$ cat config.mk
export PLATFORM = sky130hd
export DESIGN_NAME = muxed_button_scan_value_engine
export DESIGN_NICKNAME = d
export VERILOG_FILES = /design/src/rtl/mbsve_pkg.sv /design/src/rtl/mbsve_ram.sv /design/src/rtl/mbsve_front.sv /design/src/rtl/mbsve_queue.sv /design/src/rtl/mbsve_div.sv /design/src/rtl/mbsve_back.sv /design/src/rtl/muxed_button_scan_value_engine.sv
export SDC_FILE = /design/constraint.sdc
export NUM_CORES = 2
export LEC_CHECK = 0
export BUFFER_PORTS_ARGS = -buffer_cell sky130_fd_sc_hd__buf_4
export CAP_MARGIN = 20
export CORE_AREA = 2 2 316 318
export DETAILED_ROUTE_END_ITERATION = 6
export DIE_AREA = 0 0 318 320
export PLACE_DENSITY = 0.76
export SKIP_LAST_GASP = 1
export SLEW_MARGIN = 5
export SYNTH_ARGS = -nofsm -noshare
export SYNTH_HDL_FRONTEND = slang
export SYNTH_HIERARCHICAL = 1
export SYNTH_SLANG_ARGS = --single-unit
export TNS_END_PERCENT = 30
$ cat constraint.sdc
create_clock -name clk -period 10.82 [get_ports clk]
set_input_delay 1.082 -clock clk [delete_from_list [all_inputs] [get_ports clk]]
set_output_delay 1.082 -clock clk [all_outputs]
set_load 0.05 [all_outputs]
$ cat src/rtl/mbsve_pkg.sv
// Shared types, register indexes and constants of the button scan value engine.
package mbsve_pkg;

    localparam int CFG_IDX_W  = 3;
    localparam int CFG_DATA_W = 16;
    localparam int POS_W      = 3;

    localparam logic [CFG_IDX_W-1:0] CFG_ACTIVE_BANK       = 3'd0;
    localparam logic [CFG_IDX_W-1:0] CFG_PRESS_THRESHOLD   = 3'd1;
    localparam logic [CFG_IDX_W-1:0] CFG_RELEASE_THRESHOLD = 3'd2;
    localparam logic [CFG_IDX_W-1:0] CFG_VALUE_MIN         = 3'd3;
    localparam logic [CFG_IDX_W-1:0] CFG_VALUE_MAX         = 3'd4;
    localparam logic [CFG_IDX_W-1:0] CFG_MODE_STEPS        = 3'd5;

    localparam logic [1:0]         ACTIVE_BANK_RST = 2'd0;
    localparam logic [15:0]        PRESS_TH_RST    = 16'd60000;
    localparam logic [15:0]        RELEASE_TH_RST  = 16'd200;
    localparam logic signed [15:0] VALUE_MIN_RST   = 16'sd0;
    localparam logic signed [15:0] VALUE_MAX_RST   = 16'sd127;
    localparam logic [7:0]         MODE_STEPS_RST  = 8'd0;

    // Button served at each mux input; the upper half belongs to converter A.
    localparam logic [3:0] BTN_MAP [16] = '{
        4'd0, 4'd1, 4'd4, 4'd5, 4'd8, 4'd9, 4'd12, 4'd13,
        4'd2, 4'd3, 4'd6, 4'd7, 4'd10, 4'd11, 4'd14, 4'd15
    };

    typedef struct packed {
        logic [15:0] sample_a;
        logic [15:0] sample_b;
    } in_t;

    typedef struct packed {
        logic [2:0]         mux_select;
        logic               event_a;
        logic [3:0]         button_a;
        logic               pressed_a;
        logic signed [15:0] value_a;
        logic               event_b;
        logic [3:0]         button_b;
        logic               pressed_b;
        logic signed [15:0] value_b;
    } out_t;

    typedef struct packed {
        logic [15:0]        press_th;
        logic [15:0]        release_th;
        logic signed [15:0] value_min;
        logic signed [15:0] value_max;
        logic [7:0]         mode_steps;
    } cfg_t;

    // One classified sample pair as handed from the front to the back.
    typedef struct packed {
        logic [2:0] mux_select;
        logic [3:0] button_a;
        logic       read_a;
        logic       level_a;
        logic [3:0] button_b;
        logic       read_b;
        logic       level_b;
    } item_t;

    // One word of the button state memory.
    typedef struct packed {
        logic               level;
        logic signed [15:0] value;
    } entry_t;

    localparam int ENTRY_W = $bits(entry_t);

    typedef enum logic [2:0] {
        ST_IDLE,
        ST_DIV,
        ST_A,
        ST_B,
        ST_OUT
    } back_state_t;

endpackage

$ cat src/rtl/mbsve_ram.sv
// Generic single-write, single-read RAM with registered read data.
module mbsve_ram #(
    parameter int WIDTH = 17,
    parameter int DEPTH = 64
) (
    input  logic                     clk,
    input  logic                     wr_en,
    input  logic [$clog2(DEPTH)-1:0] wr_addr,
    input  logic [WIDTH-1:0]         wr_data,
    input  logic [$clog2(DEPTH)-1:0] rd_addr,
    output logic [WIDTH-1:0]         rd_data
);

    logic [WIDTH-1:0] mem [DEPTH];

    always_ff @(posedge clk)
    begin
        if (wr_en)
        begin
            mem[wr_addr] <= wr_data;
        end
        rd_data <= mem[rd_addr];
    end

endmodule

$ cat src/rtl/mbsve_front.sv
// Front end: accepts sample pairs, classifies them and tracks the scan position.
module mbsve_front (
    input  logic                clk,
    input  logic                rst_n,
    input  logic                in_valid,
    output logic                in_stall,
    input  mbsve_pkg::in_t      in_data,
    input  mbsve_pkg::cfg_t     cfg,
    input  logic                q_full,
    output logic                push,
    output mbsve_pkg::item_t    push_item
);

    logic [mbsve_pkg::POS_W-1:0] pos_reg;
    logic [mbsve_pkg::POS_W-1:0] pos_next;
    logic                        press_a;
    logic                        press_b;

    always_comb
    begin
        in_stall = q_full;
        push     = in_valid && !q_full;

        // The press test comes first, so it wins when both thresholds are met.
        press_a = in_data.sample_a > cfg.press_th;
        press_b = in_data.sample_b > cfg.press_th;

        push_item.mux_select = pos_reg + 1'b1;
        push_item.button_a   = mbsve_pkg::BTN_MAP[{1'b1, pos_reg}];
        push_item.read_a     = press_a || (in_data.sample_a < cfg.release_th);
        push_item.level_a    = !press_a;
        push_item.button_b   = mbsve_pkg::BTN_MAP[{1'b0, pos_reg}];
        push_item.read_b     = press_b || (in_data.sample_b < cfg.release_th);
        push_item.level_b    = !press_b;

        pos_next = push ? push_item.mux_select : pos_reg;
    end

    always_ff @(posedge clk or negedge rst_n)
    begin
        if (!rst_n)
        begin
            pos_reg <= '0;
        end
        else
        begin
            pos_reg <= pos_next;
        end
    end

endmodule

$ cat src/rtl/mbsve_queue.sv
// Two-entry queue of classified items between the front and the back.
module mbsve_queue (
    input  logic             clk,
    input  logic             rst_n,
    input  logic             push,
    input  mbsve_pkg::item_t push_item,
    output logic             full,
    input  logic             pop,
    output mbsve_pkg::item_t pop_item,
    output logic             empty
);

    mbsve_pkg::item_t slot_reg [2];
    logic             wr_ptr_reg;
    logic             wr_ptr_next;
    logic             rd_ptr_reg;
    logic             rd_ptr_next;
    logic [1:0]       count_reg;
    logic [1:0]       count_next;

    always_comb
    begin
        full        = count_reg == 2'd2;
        empty       = count_reg == 2'd0;
        pop_item    = slot_reg[rd_ptr_reg];
        wr_ptr_next = wr_ptr_reg ^ push;
        rd_ptr_next = rd_ptr_reg ^ pop;
        count_next  = count_reg + {1'b0, push} - {1'b0, pop};
    end

    always_ff @(posedge clk or negedge rst_n)
    begin
        if (!rst_n)
        begin
            wr_ptr_reg <= 1'b0;
            rd_ptr_reg <= 1'b0;
            count_reg  <= 2'd0;
        end
        else
        begin
            wr_ptr_reg <= wr_ptr_next;
            rd_ptr_reg <= rd_ptr_next;
            count_reg  <= count_next;
        end
    end

    always_ff @(posedge clk)
    begin
        if (push)
        begin
            slot_reg[wr_ptr_reg] <= push_item;
        end
    end

endmodule

$ cat src/rtl/mbsve_div.sv
// Restoring divider, one quotient bit per cycle, truncating toward zero.
module mbsve_div (
    input  logic               clk,
    input  logic               rst_n,
    input  logic               start,
    input  logic signed [16:0] dividend,
    input  logic [7:0]         divisor,
    output logic               done,
    output logic signed [16:0] quotient
);

    logic               busy_reg;
    logic               done_reg;
    logic [3:0]         cnt_reg;
    logic [15:0]        shift_reg;
    logic [7:0]         rem_reg;
    logic [7:0]         dvs_reg;
    logic               neg_reg;
    logic signed [16:0] quot_reg;

    logic [16:0]        abs_dividend;
    logic [8:0]         trial;
    logic [8:0]         trial_diff;
    logic               fits;
    logic [7:0]         rem_step;
    logic [15:0]        shift_step;
    logic signed [16:0] mag;
    logic signed [16:0] quot_final;

    always_comb
    begin
        abs_dividend = dividend[16] ? 17'(-dividend) : 17'(dividend);
        trial        = {rem_reg, shift_reg[15]};
        fits         = trial >= {1'b0, dvs_reg};
        trial_diff   = trial - {1'b0, dvs_reg};
        // For a nonzero divisor the remainder stays below it, so eight bits hold it.
        rem_step     = fits ? trial_diff[7:0] : trial[7:0];
        shift_step   = {shift_reg[14:0], fits};
        mag          = $signed({1'b0, shift_step});
        quot_final   = neg_reg ? -mag : mag;
        done         = done_reg;
        quotient     = quot_reg;
    end

    always_ff @(posedge clk or negedge rst_n)
    begin
        if (!rst_n)
        begin
            busy_reg <= 1'b0;
            done_reg <= 1'b0;
            cnt_reg  <= '0;
        end
        else if (start)
        begin
            busy_reg <= 1'b1;
            done_reg <= 1'b0;
            cnt_reg  <= '0;
        end
        else if (busy_reg)
        begin
            cnt_reg <= cnt_reg + 1'b1;
            if (cnt_reg == 4'd15)
            begin
                busy_reg <= 1'b0;
                done_reg <= 1'b1;
            end
        end
    end

    always_ff @(posedge clk)
    begin
        if (start)
        begin
            shift_reg <= abs_dividend[15:0];
            rem_reg   <= '0;
            dvs_reg   <= divisor;
            neg_reg   <= dividend[16];
        end
        else if (busy_reg)
        begin
            shift_reg <= shift_step;
            rem_reg   <= rem_step;
            if (cnt_reg == 4'd15)
            begin
                quot_reg <= quot_final;
            end
        end
    end

endmodule

$ cat src/rtl/mbsve_back.sv
// Back end: runs the step division and the read-modify-write of both buttons.
module mbsve_back #(
    parameter int BANKS = 4
) (
    input  logic               clk,
    input  logic               rst_n,
    input  mbsve_pkg::cfg_t    cfg,
    input  logic [1:0]         active_bank,
    input  logic               q_empty,
    output logic               pop,
    input  mbsve_pkg::item_t   pop_item,
    output logic               div_start,
    output logic signed [16:0] div_dividend,
    output logic [7:0]         div_divisor,
    input  logic               div_done,
    input  logic signed [16:0] div_quotient,
    output logic               out_valid,
    input  logic               out_stall,
    output mbsve_pkg::out_t    out_data
);

    localparam int DEPTH  = BANKS * 16;
    localparam int SLOT_W = $clog2(DEPTH);
    localparam int BANK_W = (BANKS > 1) ? $clog2(BANKS) : 1;

    mbsve_pkg::back_state_t  state_reg;
    mbsve_pkg::back_state_t  state_next;
    mbsve_pkg::item_t        item_reg;
    mbsve_pkg::item_t        item_next;
    mbsve_pkg::out_t         work_reg;
    mbsve_pkg::out_t         work_next;
    mbsve_pkg::out_t         out_reg;
    mbsve_pkg::out_t         out_next;
    logic                    out_valid_reg;
    logic                    out_valid_next;
    logic [DEPTH-1:0]        valid_reg;
    logic [DEPTH-1:0]        valid_next;

    logic [2:0]              bank_mod;
    logic [BANK_W-1:0]       bank_sel;
    logic [BANK_W+3:0]       cat_a;
    logic [BANK_W+3:0]       cat_b;
    logic [SLOT_W-1:0]       slot_a;
    logic [SLOT_W-1:0]       slot_b;
    logic [SLOT_W-1:0]       cur_slot;

    logic                    ram_we;
    logic [SLOT_W-1:0]       ram_raddr;
    logic [mbsve_pkg::ENTRY_W-1:0] ram_rdata;
    mbsve_pkg::entry_t       cur;
    mbsve_pkg::entry_t       upd;
    logic                    side_read;
    logic                    side_level;
    logic                    side_event;
    logic                    side_pressed;

    function automatic mbsve_pkg::entry_t serve_fn(
        input mbsve_pkg::entry_t  e,
        input logic               rd,
        input logic               lvl,
        input mbsve_pkg::cfg_t    c,
        input logic signed [16:0] step
    );
        mbsve_pkg::entry_t  n;
        logic signed [17:0] sum;
        logic signed [17:0] top;
        n   = e;
        sum = $signed({{2{e.value[15]}}, e.value}) + $signed({step[16], step});
        top = $signed({{2{c.value_max[15]}}, c.value_max});
        if (rd && (lvl != e.level))
        begin
            n.level = lvl;
            if (c.mode_steps == 8'd0)
            begin
                n.value = lvl ? c.value_min : c.value_max;
            end
            else if (!lvl)
            begin
                // A step past the top of the range wraps to the bottom.
                n.value = (sum > top) ? c.value_min : sum[15:0];
            end
        end
        return n;
    endfunction

    mbsve_ram #(
        .WIDTH (mbsve_pkg::ENTRY_W),
        .DEPTH (DEPTH)
    ) u_state_ram (
        .clk     (clk),
        .wr_en   (ram_we),
        .wr_addr (cur_slot),
        .wr_data (upd),
        .rd_addr (ram_raddr),
        .rd_data (ram_rdata)
    );

    // Bank and slot selection; the bank register is taken modulo BANKS.
    always_comb
    begin
        bank_mod = {1'b0, active_bank};
        for (int i = 0; i < 3; i++)
        begin
            if (int'(bank_mod) >= BANKS)
            begin
                bank_mod = bank_mod - 3'(BANKS);
            end
        end
        bank_sel = BANK_W'(bank_mod);
        cat_a    = {bank_sel, item_reg.button_a};
        cat_b    = {bank_sel, item_reg.button_b};
        slot_a   = cat_a[SLOT_W-1:0];
        slot_b   = cat_b[SLOT_W-1:0];
    end

    always_comb
    begin
        div_dividend = $signed({cfg.value_max[15], cfg.value_max})
                     - $signed({cfg.value_min[15], cfg.value_min});
        div_divisor  = cfg.mode_steps;

        // Read data in ST_A belongs to button A, in ST_B to button B.
        ram_raddr = (state_reg == mbsve_pkg::ST_A) ? slot_b : slot_a;
        cur_slot  = (state_reg == mbsve_pkg::ST_B) ? slot_b : slot_a;
        // An entry never written since reset reads as zero.
        cur       = valid_reg[cur_slot] ? mbsve_pkg::entry_t'(ram_rdata) : '0;

        side_read    = (state_reg == mbsve_pkg::ST_B) ? item_reg.read_b : item_reg.read_a;
        side_level   = (state_reg == mbsve_pkg::ST_B) ? item_reg.level_b : item_reg.level_a;
        side_event   = side_read && (side_level != cur.level);
        side_pressed = side_event && !side_level;
        upd          = serve_fn(cur, side_read, side_level, cfg, div_quotient);
    end

    always_comb
    begin
        state_next     = state_reg;
        item_next      = item_reg;
        work_next      = work_reg;
        out_next       = out_reg;
        valid_next     = valid_reg;
        pop            = 1'b0;
        div_start      = 1'b0;
        ram_we         = 1'b0;
        out_valid_next = out_valid_reg && out_stall;

        case (state_reg)
            mbsve_pkg::ST_IDLE:
            begin
                if (!q_empty)
                begin
                    pop                  = 1'b1;
                    div_start            = 1'b1;
                    item_next            = pop_item;
                    work_next            = '0;
                    work_next.mux_select = pop_item.mux_select;
                    work_next.button_a   = pop_item.button_a;
                    work_next.button_b   = pop_item.button_b;
                    state_next           = mbsve_pkg::ST_DIV;
                end
            end
            mbsve_pkg::ST_DIV:
            begin
                if (div_done)
                begin
                    state_next = mbsve_pkg::ST_A;
                end
            end
            mbsve_pkg::ST_A:
            begin
                ram_we               = 1'b1;
                valid_next[cur_slot] = 1'b1;
                work_next.event_a    = side_event;
                work_next.pressed_a  = side_pressed;
                work_next.value_a    = upd.value;
                state_next           = mbsve_pkg::ST_B;
            end
            mbsve_pkg::ST_B:
            begin
                ram_we               = 1'b1;
                valid_next[cur_slot] = 1'b1;
                work_next.event_b    = side_event;
                work_next.pressed_b  = side_pressed;
                work_next.value_b    = upd.value;
                state_next           = mbsve_pkg::ST_OUT;
            end
            mbsve_pkg::ST_OUT:
            begin
                if (!out_valid_next)
                begin
                    out_next       = work_reg;
                    out_valid_next = 1'b1;
                    state_next     = mbsve_pkg::ST_IDLE;
                end
            end
            default:
            begin
                state_next = mbsve_pkg::ST_IDLE;
            end
        endcase

        out_valid = out_valid_reg;
        out_data  = out_reg;
    end

    always_ff @(posedge clk or negedge rst_n)
    begin
        if (!rst_n)
        begin
            state_reg     <= mbsve_pkg::ST_IDLE;
            out_valid_reg <= 1'b0;
            valid_reg     <= '0;
        end
        else
        begin
            state_reg     <= state_next;
            out_valid_reg <= out_valid_next;
            valid_reg     <= valid_next;
        end
    end

    always_ff @(posedge clk)
    begin
        item_reg <= item_next;
        work_reg <= work_next;
        out_reg  <= out_next;
    end

endmodule

$ cat src/rtl/muxed_button_scan_value_engine.sv
// Top level of the multiplexed button scanner with value engine.
// Each sample pair goes through the bit-serial step divider and two read-modify-write
// passes over the state memory, one button per pass. The back end starts a new pair
// only once the last has gone to the output register; the queue holds up to two pairs.
// Reset: asynchronous, active low; scan position and registers return to their defaults,
// and per-entry valid bits make all button levels and values read as zero at once.
module muxed_button_scan_value_engine #(
    parameter int BANKS = 4
) (
    input  logic                                 clk,
    input  logic                                 rst_n,
    input  logic                                 in_valid,
    output logic                                 in_stall,
    input  mbsve_pkg::in_t                       in_data,
    output logic                                 out_valid,
    input  logic                                 out_stall,
    output mbsve_pkg::out_t                      out_data,
    input  logic                                 cfg_valid,
    output logic                                 cfg_ready,
    input  logic [mbsve_pkg::CFG_IDX_W-1:0]      cfg_index,
    input  logic [mbsve_pkg::CFG_DATA_W-1:0]     cfg_data
);

    mbsve_pkg::cfg_t    cfg_reg;
    mbsve_pkg::cfg_t    cfg_next;
    logic [1:0]         bank_reg;
    logic [1:0]         bank_next;

    logic               q_push;
    logic               q_full;
    logic               q_pop;
    logic               q_empty;
    mbsve_pkg::item_t   q_item_in;
    mbsve_pkg::item_t   q_item_out;

    logic               div_start;
    logic signed [16:0] div_dividend;
    logic [7:0]         div_divisor;
    logic               div_done;
    logic signed [16:0] div_quotient;

    // Register writes are taken every cycle; writes beyond the list are dropped.
    always_comb
    begin
        cfg_ready = 1'b1;
        cfg_next  = cfg_reg;
        bank_next = bank_reg;
        if (cfg_valid)
        begin
            case (cfg_index)
                mbsve_pkg::CFG_ACTIVE_BANK:       bank_next           = cfg_data[1:0];
                mbsve_pkg::CFG_PRESS_THRESHOLD:   cfg_next.press_th   = cfg_data;
                mbsve_pkg::CFG_RELEASE_THRESHOLD: cfg_next.release_th = cfg_data;
                mbsve_pkg::CFG_VALUE_MIN:         cfg_next.value_min  = $signed(cfg_data);
                mbsve_pkg::CFG_VALUE_MAX:         cfg_next.value_max  = $signed(cfg_data);
                mbsve_pkg::CFG_MODE_STEPS:        cfg_next.mode_steps = cfg_data[7:0];
                default:                          cfg_next            = cfg_reg;
            endcase
        end
    end

    always_ff @(posedge clk or negedge rst_n)
    begin
        if (!rst_n)
        begin
            bank_reg           <= mbsve_pkg::ACTIVE_BANK_RST;
            cfg_reg.press_th   <= mbsve_pkg::PRESS_TH_RST;
            cfg_reg.release_th <= mbsve_pkg::RELEASE_TH_RST;
            cfg_reg.value_min  <= mbsve_pkg::VALUE_MIN_RST;
            cfg_reg.value_max  <= mbsve_pkg::VALUE_MAX_RST;
            cfg_reg.mode_steps <= mbsve_pkg::MODE_STEPS_RST;
        end
        else
        begin
            bank_reg <= bank_next;
            cfg_reg  <= cfg_next;
        end
    end

    mbsve_front u_front (
        .clk       (clk),
        .rst_n     (rst_n),
        .in_valid  (in_valid),
        .in_stall  (in_stall),
        .in_data   (in_data),
        .cfg       (cfg_reg),
        .q_full    (q_full),
        .push      (q_push),
        .push_item (q_item_in)
    );

    mbsve_queue u_queue (
        .clk       (clk),
        .rst_n     (rst_n),
        .push      (q_push),
        .push_item (q_item_in),
        .full      (q_full),
        .pop       (q_pop),
        .pop_item  (q_item_out),
        .empty     (q_empty)
    );

    mbsve_div u_div (
        .clk      (clk),
        .rst_n    (rst_n),
        .start    (div_start),
        .dividend (div_dividend),
        .divisor  (div_divisor),
        .done     (div_done),
        .quotient (div_quotient)
    );

    mbsve_back #(
        .BANKS (BANKS)
    ) u_back (
        .clk          (clk),
        .rst_n        (rst_n),
        .cfg          (cfg_reg),
        .active_bank  (bank_reg),
        .q_empty      (q_empty),
        .pop          (q_pop),
        .pop_item     (q_item_out),
        .div_start    (div_start),
        .div_dividend (div_dividend),
        .div_divisor  (div_divisor),
        .div_done     (div_done),
        .div_quotient (div_quotient),
        .out_valid    (out_valid),
        .out_stall    (out_stall),
        .out_data     (out_data)
    );

endmodule
=== Word level (Yosys, flattened, before mapping) ===
Memories as Yosys holds them, arrays and structs flattened. A register that Yosys moved wholly into a read port is not among the register bits.
Cells that the tools add are included.

* Register bits after elaboration: 303
* RAM bits: 1118
* Bits in read-only memories: 128
* Input port bits: 56
* Output and inout bits: 50
* Word-level logic and storage cells: 171
* Memories: 4

{| class="wikitable"
|+ Memory list
! memory !! depth !! width !! rd ports !! clocked after Yosys merged registers in !! write ports !! line !! text
|-
| u_back.u_state_ram.mem || 64 || 17 || 1 || 1 || 1 || mbsve_ram.sv:14 || <nowiki>logic [WIDTH-1:0] mem [DEPTH];</nowiki>
|-
| (name not given) || 16 || 4 || 1 || 0 || 0 || mbsve_front.sv:29 || <nowiki>push_item.button_a = mbsve_pkg::BTN_MAP[{1'b1, pos_reg}];</nowiki>
|-
| (name not given) || 16 || 4 || 1 || 0 || 0 || mbsve_front.sv:32 || <nowiki>push_item.button_b = mbsve_pkg::BTN_MAP[{1'b0, pos_reg}];</nowiki>
|-
| u_queue.slot_reg || 2 || 15 || 1 || 0 || 1 || mbsve_queue.sv:13 || <nowiki>mbsve_pkg::item_t slot_reg [2];</nowiki>
|}

* Add/sub/neg operators: 9
* $lt $le $gt $ge: 10
* Equal/unequal tests: 15
* Mux-type cells: 48
* Bitwise operators: 8
* Reductions and logical operators: 33

{| class="wikitable"
|+ Operators by type and width
! cell !! number
|-
| $mux 16 || 8
|-
| $pmux 17 s2 || 2
|-
| $or 64x64->64 || 1
|-
| $mux 44 || 1
|-
| $mux 17 || 2
|-
| $gt 16x16->1 || 2
|-
| $lt 16x16->1 || 2
|-
| $mux 4 || 8
|-
| $reduce_and 2->1 || 11
|-
| $add 16x17->18 || 1
|-
| $gt 18x16->1 || 1
|-
| $mux 1 || 18
|-
| $neg 16->17 || 1
|-
| $sub 16x16->17 || 1
|-
| $neg 16->16 || 1
|-
| $pmux 3 s5 || 1
|-
| $eq 3x2->1 const B || 4
|-
| $ge 5x5->1 const B || 2
|-
| $eq 3x3->1 const B || 3
|-
| $ge 9x8->1 || 1
|-
| $mux 3 || 3
|-
| $logic_not 8->1 || 1
|-
| $mux 8 || 1
|-
| $reduce_bool 2->1 || 4
|-
| other kinds (26) || 43
|}

=== Longest topological paths before layout ===
* Depth in word-level cells: 12
* Gate-level depth with buffers: 35
* Depth with buffers taken out: 29

=== Modules after synthesis ===
The synthesis kept the hierarchy.

{| class="wikitable"
|+ Modules (own cells, without submodules)
! module !! times used !! cells an instance !! area an instance (um2) !! sequential area each (um2)
|-
| mbsve_ram || 1 || 1953 || 42344.4 || 33011.7
|-
| mbsve_back || 1 || 974 || 10030.9 || 4644.5
|-
| mbsve_div || 1 || 307 || 3154.3 || 1571.5
|-
| muxed_button_scan_value_engine || 1 || 163 || 2935.3 || 1873.0
|-
| mbsve_front || 1 || 213 || 1634.1 || 75.1
|-
| mbsve_queue || 1 || 63 || 1342.5 || 1001.0
|}

=== Worst setup path before layout ===
Ideal clock, no wire load.

* Path kind: reg2reg
* From: register u_back.state_reg[0]
* To: memory u_back.u_state_ram.mem[0][12], data pin
* Library setup time: 0.702 ns
* Data arrival time: 9.154 ns
* Data required time: 10.118 ns
* Path slack: 0.964 ns
* Cell stages (with the launch flop): 32
* Path buffers: 4
* Clock period less this slack: 9.856 ns
* Path through: dfrtp_1 > buf_2 > and4b_1 > a21oi_2 > inv_1 > a221o_1 > a211oi_2 > nor2_1 > mux4_2 > buf_6 > clkbuf_1 > nor2b_1 > ha_1 > a211oi_1 > o21bai_1 > a2111oi_0 > o31ai_1 > nand2_1 > a21oi_1 > a2111oi_0 > a21o_1 > ha_1 > nand4_1 > nor4_1 > a41oi_1 > o211ai_1 > nand2_1 > a32o_1 > clkbuf_1 > a22o_1 > a21oi_1 > o21ai_0

{| class="wikitable"
|+ RTL lines
! what !! line !! text
|-
| from (decl) || mbsve_back.sv:26 || <nowiki>mbsve_pkg::back_state_t state_reg;</nowiki>
|-
| from (signal assigned) || mbsve_back.sv:210 || <nowiki>state_reg <= mbsve_pkg::ST_IDLE;</nowiki>
|-
| from (signal assigned) || mbsve_back.sv:216 || <nowiki>state_reg <= state_next;</nowiki>
|-
| to (decl) || mbsve_ram.sv:14 ||
|}

==> impl_results.md <==
* Fin cells at 5,267
* Largest net degree at the start of global routing at 113
* FFs w/ async S/R, synth at 10.78%
* Setup tns final at 0 ps
* Reg2reg start: u_back/work_reg[41]$_DFFE_PP_
* Core Box Area at 97,990 sq um
* Area Growth Syn to Fin at 11.82%
* Detailed placement HPWL at 97,110 um
* Worst-margin pin slew at 1160 ps
* H-tree lvl count at 4
* Drt drc at 0
* Skew-Pair Late Insertion Delay at 750 ps
* Worst slew margin at 22.41%
* Die area at 101,800 sq um
* Ports at 106
* Post-synthesis mux area share at 12.99%
* Inst Count DP at 4,994
* R2r endpoint: u_back/u_state_ram/mem[26][9]$_DFFE_PP_
* Outcome: finished, final reports clean
* Crit path DAT at 9940 ps
* First-pass GRT wire length at 229,100 um
* Ys Warns at 6
* Max reg flops at 1,088
* Core Rows at 115
* Met1 Use GR at 44.09%
* WL final at 155,700 um
* Hold crit path type: primary input to asynchronous set/reset pin
* Post-cts resize count at 0
* Final count of pins violating max slew at 0
* Met3 usage at 6.421%
* CTS Buffer Depth at 3
* FMAX at 0.1059 GHz
* Grt met2 use at 48.19%
* Largest family of logic cells by synthesized area: multiplexers
* Port-buffer cells at 104
* Register-to-Register Path Depth at 30
* Worst EP required at 11,320 ps
* Predominant post-synthesis flop cell: edfxtp_1
* Starting Density at 62.70%
* Total power at 21.16 mW
* Sequential-to-total area share from yosys stat at 68.65%
* Net count, final at 4,048
* Synthesized area at 61,440 sq um
* Synthesized instance count at 3,673
* Vias/cell at 6.680
* Number of global-route vias before repair at 34,300
* Max VDD drop at 0.3796 mV
* Antenna violations before repair at 8
* Post-route clock period utilization at 87.27%
* Avg WL per Cell at 29.57 um
* Flop-to-flop setup slack at 1380 ps
* Critical path type: register to register
* Xor and xnor fraction of the mapped netlist area at 0.9510%
* Fin util at 70.12%
* CTS root buf: clkbuf_16
* P_leak at 24.52 nW
* Final setup fails at 0
* Synth cell types at 106
* Cell Pwr Density at 308.0 nW/um^2
* DRT iter0 DRCs at 4,610
* Synth Area in Compound Gates at 6.547%
* Most Used Layer, Global Route: met2
* Final ANT Viol Nets at 0
* #FFs+latches synth at 1,438
* Hold Vio Cnt, Final at 0
* Max incr delay on CP at 920 ps
* Crit path launch type: register
* Average cell area after synthesis at 16.73 sq um
* Layout cell share with drive strength beyond 1 at 21.97%
* Die width at 318 um
* CTS Buf Count at 142
* Max Cap Viol at 0
* Endpoint type of the worst setup path: register
* Worst Skew at 28.01 ps
* Initial DRT Pass Iterations at 6
* Post-synth EDFFs at 1,258
* CTS Hold Bufs at 0
* Die Ht at 320 um
* Clk pin slew, worst setup/hold paths at 60 ps
* # clock sinks at 1,438
* Placer Congestion at 0.9399
* GR Overflow Total at 0
* Via total after detailed routing at 35,184
* Crit Path Max Fanout at 33
* Adder-cell share of the synthesized area at 2.745%
* Post-route minimum period at 9443 ps
* Setup repair bufs after CTS at 0
* Simple-Gate Fraction of Synth Area at 5.295%
* Slowest CP cell: edfxtp_1
* Cell mode on critical path: o221ai_1
* RSZ-0062 raised after global routing: no
* GRT Resource Usage Total at 30.89%
* Syn Nets at 3,862
* CTS tree: built
==> where the power goes <==
group          internal, mW  total (mW)  switching [mW]
clock network          2.83        4.90            2.07
registers              8.21        8.60           0.391
logic                  2.53        7.66            5.13
total                  13.6        21.2            7.59
==> cells in the mapped netlist, drive strengths merged (68+ instances only) <==
cell type	count	area (sq um)
edfxtp	1258	37780
buf	123	938.4
clkbuf	68	259.0
mux2	112	1370
ha	130	1627
o21ai	82	414.1
dfrtp	138	3453
inv	140	525.5
mux2i	168	1727
a21oi	84	427.9
nor2	190	720.7
nand2	171	646.9
a22oi	70	525.5
mux4	217	4887
==> stage by stage <==
| step | hold slack [ps] | setup WS, ps | instance area (sq um) |
|---|---|---|---|
| global route | 422.6 | 619.6 | 68700 |
| global placement | 401.8 | 1526 | 63830 |
| floorplan | 400.3 | 964.4 | 61440 |
| finish | 417.0 | 1377 | 68700 |
| CTS | 413.5 | 1359 | 68540 |
| detailed placement | 404.5 | 1411 | 63870 |
==> worst max path at each step <==
stage,startpoint,to,slack (ps),cells past startpoint
2_1_floorplan,u_back/state_reg[0]$_DFFE_PN0P_,u_back/u_state_ram/mem[0][12]$_DFFE_PP_,960,31
3_3_place_gp,u_back/work_reg[41]$_DFFE_PP_,u_back/u_state_ram/mem[4][9]$_DFFE_PP_,1530,27
3_5_place_dp,u_back/state_reg[0]$_DFFE_PN0P_,u_back/u_state_ram/mem[4][9]$_DFFE_PP_,1410,27
4_1_cts,u_back/state_reg[0]$_DFFE_PN0P_,u_back/u_state_ram/mem[20][9]$_DFFE_PP_,1360,27
5_1_grt,u_back/state_reg[0]$_DFFE_PN0P_,u_back/u_state_ram/mem[26][9]$_DFFE_PP_,620,30
6_report,u_back/work_reg[41]$_DFFE_PP_,u_back/u_state_ram/mem[26][9]$_DFFE_PP_,1380,30
==> critical path, delay by kind of cell, from the launching register on <==
kind / cells / cell delay [ps]
DFF: 1 / 920
muxes: 2 / 1470
and+or+nand+nor: 7 / 1330
buffers and inverters: 4 / 950
AOI/OAI and AO/OA: 13 / 3450
adders and majority gates: 3 / 890
xor gates and xnor gates: 1 / 140
==> cell families after synthesis <==
family                     after synthesis
adders and majority gates              133
buffers and inverters                  331
other                                    3
and+or+nand+nor                        649
xor gates and xnor gates                65
AOI/OAI and AO/OA                      557
DFF                                   1438
muxes                                  497
==> area by class of cell <==
type	count	area, sq um
diodes	2	5.005
clock buffers	188	3914
clock inverters	75	755.7
fillers	6130	29280
inverters	140	525.5
multi-input cells	1904	17800
flip-flops and latches	1438	42180
well taps	1287	1610
repair buffers	233	1917
==> placed cells by master (no fill, tap or decap), drive strengths merged, types with 23 or more instances in the layout <==
cell and instances:
a211oi 38, a21o 33, a21oi 84, a221oi 51
a22oi 70, buf 232, clkbuf 188, clkinv 58
dfrtp 138, dfxtp 25, edfxtp 1258, ha 130
inv 143, mux2 112, mux2i 168, mux4 217
nand2 171, nand3 40, nor2 190, nor2b 53
nor3 34, o21ai 82, o21bai 26, o22ai 23
xnor2 38, xor2 26
==> routing by layer <==
metal  vias to the layer above  share of wire (%)  wire length [um]
li1                      14912                  -                 -
met1                     17892                 39             60930
met2                      2080                 47             73430
met3                       298                 10             16120
met4                         2                3.3              5138
met5                         -              0.069               108
Note: power is estimated with default switching activity, not from simulation.
